--- config.mk ---
export PLATFORM = sky130hd
export DESIGN_NAME = cfe_mix
export DESIGN_NICKNAME = d
export VERILOG_FILES = /design/src/rtl/cfe_pkg.sv /design/src/rtl/cfe_mix.sv
export SDC_FILE = /design/constraint.sdc
export NUM_CORES = 2
export LEC_CHECK = 0
export BUFFER_PORTS_ARGS = -buffer_cell sky130_fd_sc_hd__buf_2
export CAP_MARGIN = 10
export CORE_MARGIN = 2
export CORE_UTILIZATION = 45
export CTS_CLUSTER_SIZE = 14
export DETAILED_ROUTE_END_ITERATION = 12
export PLACE_DENSITY_LB_ADDON = 0.25
export SLEW_MARGIN = 20
export SYNTH_ARGS = -nofsm -noshare
export SYNTH_HDL_FRONTEND = slang
export SYNTH_SLANG_ARGS = --single-unit
--- constraint.sdc ---
create_clock -name clk -period 18.66 [get_ports clk]
set_input_delay 1.866 -clock clk [delete_from_list [all_inputs] [get_ports clk]]
set_output_delay 1.866 -clock clk [all_outputs]
set_load 0.02 [all_outputs]
--- src/rtl/cfe_pkg.sv ---
// Package: actions, statuses, sequencer states and constants of the cuckoo filter engine.
package cfe_pkg;

  localparam logic [63:0] MM_M = 64'hc6a4a7935bd1e995;
  localparam logic [63:0] ALT_SEED = 64'h0000_0000_9747_b28c;
  localparam logic [63:0] H_INIT = ALT_SEED ^ (MM_M << 3);
  localparam logic [12:0] TALLY_MAX = 13'd8191;
  localparam logic [15:0] LFSR_SEED = 16'hACE1;

  localparam logic [1:0] CFG_LOG2 = 2'd0;
  localparam logic [1:0] CFG_SLOTS = 2'd1;
  localparam logic [1:0] CFG_KICKS = 2'd2;

  typedef enum logic [2:0] {
    ACT_INSERT = 3'd0,
    ACT_INSERT_UNIQUE = 3'd1,
    ACT_CONTAINS = 3'd2,
    ACT_REMOVE = 3'd3,
    ACT_COUNT = 3'd4
  } action_t;

  typedef enum logic [1:0] {
    ST_DONE = 2'd0,
    ST_EXISTS = 2'd1,
    ST_NO_SPACE = 2'd2,
    ST_NOT_FOUND = 2'd3
  } status_t;

  typedef enum logic [1:0] {
    MOP_MUL = 2'd0,
    MOP_XSHIFT = 2'd1,
    MOP_XOR_H = 2'd2
  } mop_t;

  typedef enum logic [3:0] {
    S_CLEAR,
    S_IDLE,
    S_HASH,
    S_RD1,
    S_CHK1,
    S_RD2,
    S_CHK2,
    S_KICK_MOD,
    S_KICK_RD,
    S_KICK_WR,
    S_KICK_HASH,
    S_KICK_CHK,
    S_OUT
  } state_t;

endpackage

--- src/rtl/cfe_mix.sv ---
// Module: shared 64-bit multiply, shift-xor unit used for the MurmurHash64A rounds.
module cfe_mix (
  input  logic clk,
  input  logic start,
  input  logic [63:0] key,
  output logic busy,
  output logic [63:0] result
);
  import cfe_pkg::*;

  // Program: k*=M; k^=k>>47; k*=M; h^=k; h*=M; h^=h>>47; h*=M; h^=h>>47
  // The 64x64 multiply is split into 32x32 partial products, one per cycle.
  logic [63:0] k;
  logic [63:0] h;
  logic [3:0] step;
  logic [1:0] part;
  logic [63:0] acc;
  logic [31:0] pa;
  logic [31:0] pb;
  logic [63:0] prod;
  logic [63:0] src;

  assign result = h;
  assign src = (step == 4'd0 || step == 4'd2) ? k : h;

  always_comb begin
    case (part)
      2'd0: begin pa = src[31:0]; pb = MM_M[31:0]; end
      2'd1: begin pa = src[31:0]; pb = MM_M[63:32]; end
      default: begin pa = src[63:32]; pb = MM_M[31:0]; end
    endcase
    prod = {32'd0, pa} * {32'd0, pb};
  end

  function automatic mop_t op_of(input logic [3:0] s);
    case (s)
      4'd0, 4'd2, 4'd4, 4'd6: op_of = MOP_MUL;
      4'd3: op_of = MOP_XOR_H;
      default: op_of = MOP_XSHIFT;
    endcase
  endfunction

  always_ff @(posedge clk) begin
    if (start) begin
      k <= key;
      h <= H_INIT;
      step <= 4'd0;
      part <= 2'd0;
      busy <= 1'b1;
    end else if (busy) begin
      case (op_of(step))
        MOP_MUL: begin
          if (part == 2'd0) begin
            acc <= prod;
            part <= 2'd1;
          end else if (part == 2'd1) begin
            acc <= acc + {prod[31:0], 32'd0};
            part <= 2'd2;
          end else begin
            if (step == 4'd0 || step == 4'd2) k <= acc + {prod[31:0], 32'd0};
            else h <= acc + {prod[31:0], 32'd0};
            part <= 2'd0;
            step <= step + 4'd1;
          end
        end
        MOP_XOR_H: begin
          h <= h ^ k;
          step <= step + 4'd1;
        end
        default: begin
          if (step == 4'd1) k <= k ^ (k >> 47);
          else h <= h ^ (h >> 47);
          if (step == 4'd7) busy <= 1'b0;
          step <= step + 4'd1;
        end
      endcase
    end
  end
endmodule

==> flow_metrics.env <==
export IMPL_end_kind="flop"
export IMPL_path_max_fanout=33
export IMPL_final_cell_count_no_fill=4677
export IMPL_timing_hold_worst_start="step[1]"
export IMPL_place_detailed_hpwl_mm=95.5
export IMPL_yosysUniqueCellTypes=86
export IMPL_final_layout_size_suffix_gt1_frac=0.0769
export IMPL_diodes=0
export IMPL_ff2ff_path_depth=36
export IMPL_arrival_ps=12030
export IMPL_cts_resized=0
export IMPL_finish_instance_area_um2=37800
export IMPL_die_width_um=285
export IMPL_routed_wl_mm=113
export IMPL_hold_violations=0
export IMPL_period_share=0.625
export IMPL_initial_antenna_violation_count=0
export IMPL_crit_top_cell="fa_1"
export IMPL_core_rowCount=103
export IMPL_globalplace_congestion=0.967
export IMPL_post_place_cells=4645
export IMPL_fillers=7521
export IMPL_finalNetCount=4731
export IMPL_worst_setup_path_startpoint="step[0]"
export IMPL_status="finished clean"
export IMPL_dr_first_iter_drc_count=2659
export IMPL_register_bit_count_reported_by_yosys=199
export IMPL_htreeDepth=4
export IMPL_synth_edff_count=128
export IMPL_synthFlopType="edfxtp_1"
export IMPL_fin_crit_ps=11670
export IMPL_drt_pass1_iter_count=8
export IMPL_area_taken_by_multi_input_logic_gates_um2=27000
export IMPL_fin_util=0.481
export IMPL_crit_path_top_delay_cell="nor2_1"
export IMPL_io_pin_count=131
export IMPL_clkSinkCount=199
export IMPL_max_slew_worst_pin_slew_ps=1100
export IMPL_seqCellArea_um2=5270
export IMPL_timing_critical_path_required_ps=19020
export IMPL_synth_top_area_cell="fa_1"
export IMPL_hold_depth=2
export IMPL_synth_top_cells_by_area="fa_1, ha_1, edfxtp_1"
export IMPL_post_synth_cell_area_avg_um2=9.92
export IMPL_yosysMostFrequentCell="inv_1"
export IMPL_portbufs=130
export IMPL_grt_first_pass_wirelength_mm=171
export IMPL_drv_slew=0
export IMPL_routed_len_inst_um=24.3
export IMPL_route_vias_total=26300
export IMPL_synth_yosys_seq_area_share=0.148
export IMPL_cp_start_kind="flop"
export IMPL_synth_top_area_frac=0.348
export IMPL_tritoncts="done"
export IMPL_min_path_type="reg2reg"
export IMPL_grt_start_max_net_pins=82
export IMPL_timing_slew_headroom=0.264
export IMPL_route_antenna_remaining_nets=0
export IMPL_report_final_setup_viol=0
export IMPL_design_core_area_um2=78600
export IMPL_vias_per_cell=5.63
export IMPL_clock_path_buffers=2
export IMPL_area_overhead_vs_synth_pct=6.24
export IMPL_cts_hold_repair_buffers=0
export IMPL_clkTransAtPathRegs_ps=80
export IMPL_crit_reg2reg_launch="step[0]"
export IMPL_first_global_vias=26500
export IMPL_cts_made_buffers=17
export IMPL_timing_max_cap_violations=0
export IMPL_synthTopCellsByCount="inv_1, fa_1, ha_1, nand2_1, o21ai_0"
export IMPL_floorplan_die_height_um=285
export IMPL_final_setup_skew_ps=10.1
export IMPL_postCtsSetupBuffers=0
export IMPL_die_area_um2=81400
export IMPL_post_route_drc_count=0
export IMPL_post_synth_inst_count=3589
export IMPL_grt_overflow=0
export IMPL_clock_latency_ps=460
export IMPL_clock_root_buffer="clkbuf_16"
export IMPL_async_flop_share=0
export IMPL_critical_path_max_stage_delay_ps=700
export IMPL_grt_setup_unrepaired="false"
export IMPL_synthesis_yosys_warnings=0
export IMPL_accumulated_negative_setup_slack_ps=0
export IMPL_netlist_area_um2=35600
export IMPL_critPathKind="reg2reg"
export IMPL_clock_fmax_mhz=85.7
export IMPL_post_dp_cell_area_um2=37200
export IMPL_grtUsageTotal=0.283
export IMPL_initial_core_util=0.453
[final timing paths]
path	endpoint	slack, ps
worst max-delay path	result[63]	6990
worst min register to register	step[1]	510
worst max register to register	result[63]	6990
worst min-delay path	step[1]	510
[logic make-up after synthesis]
family / Yosys count / share of synthesized area
other: 2 / 0.000211
DFF: 199 / 0.148
xor gates and xnor gates: 139 / 0.0342
adders and majority gates: 1051 / 0.500
and+or+nand+nor: 621 / 0.0820
buffers and inverters: 912 / 0.0973
muxes: 54 / 0.0268
AOI/OAI and AO/OA: 611 / 0.112
[sequential cells by signal (all words and copies together), names as in the netlist]
name	cells
result	64
busy	1
part	2
k	64
acc	64
step	4
[per-stage QoR]
stage / hold slack [ps] / setup WS, ps
final: 511 / 6990
after global routing: 537 / 6430
after CTS: 513 / 7090
after detailed placement: 504 / 7130
after global placement: 497 / 7480
after floorplan: 481 / 8790
[critical path: cells and delay by family (launching register included)]
kind,cells,cell delay (ps)
adder cells (fa/ha/maj),11,4900
buffers and inverters,7,790
XOR/XNOR,1,470
AND/OR/NAND/NOR,8,2500
flip-flops,1,430
AO/OA/AOI/OAI,8,1780
multiplexers,1,660
[area by class of cell]
class                   count  share of cell area
inverters                 766              0.0760
well taps                1050              0.0347
clock inverters            14             0.00513
repair buffers            148              0.0209
flip-flops and latches    199               0.139
clock buffers              18              0.0113
multi-input cells        2482               0.713
[layout by cell type (no fill, tap or decap), drive strengths merged, types with 6 or more instances in the layout]
master,synthesis,layout
or2,16,16
nand3,19,19
a221oi,6,6
nand2b,14,14
buf,39,148
a21oi,167,167
o221ai,13,13
xnor2,86,86
o21bai,17,17
nor3,25,25
conb,2,6
edfxtp,128,128
nand2,253,253
fa,619,619
nor2b,11,11
o21a,6,6
a211o,14,14
a211oi,13,13
a31oi,15,15
a21o,47,47
clkinv,3,7
inv,763,768
nor4,6,6
o21ai,183,183
nor2,143,143
nand3b,39,39
and3,10,10
mux2,12,12
mux4,32,32
ha,432,432
o31ai,32,32
clkbuf,107,18
a221o,14,14
o22ai,12,12
mux2i,10,10
dfxtp,71,71
a22oi,29,29
and2,52,52
xor2,53,53
nand4,16,16
[metal layers]
metal,vias up,global-route usage,part of all wire
li1,11700,-,-
met1,13400,0.423,0.45
met2,1094,0.432,0.45
met3,149,0.0347,0.073
met4,0,0.0819,0.031
met5,-,0,0
Power is left out: the tool's default activity adds up to more than one toggle a clock period on the data nets, which glitch-free logic cannot reach.
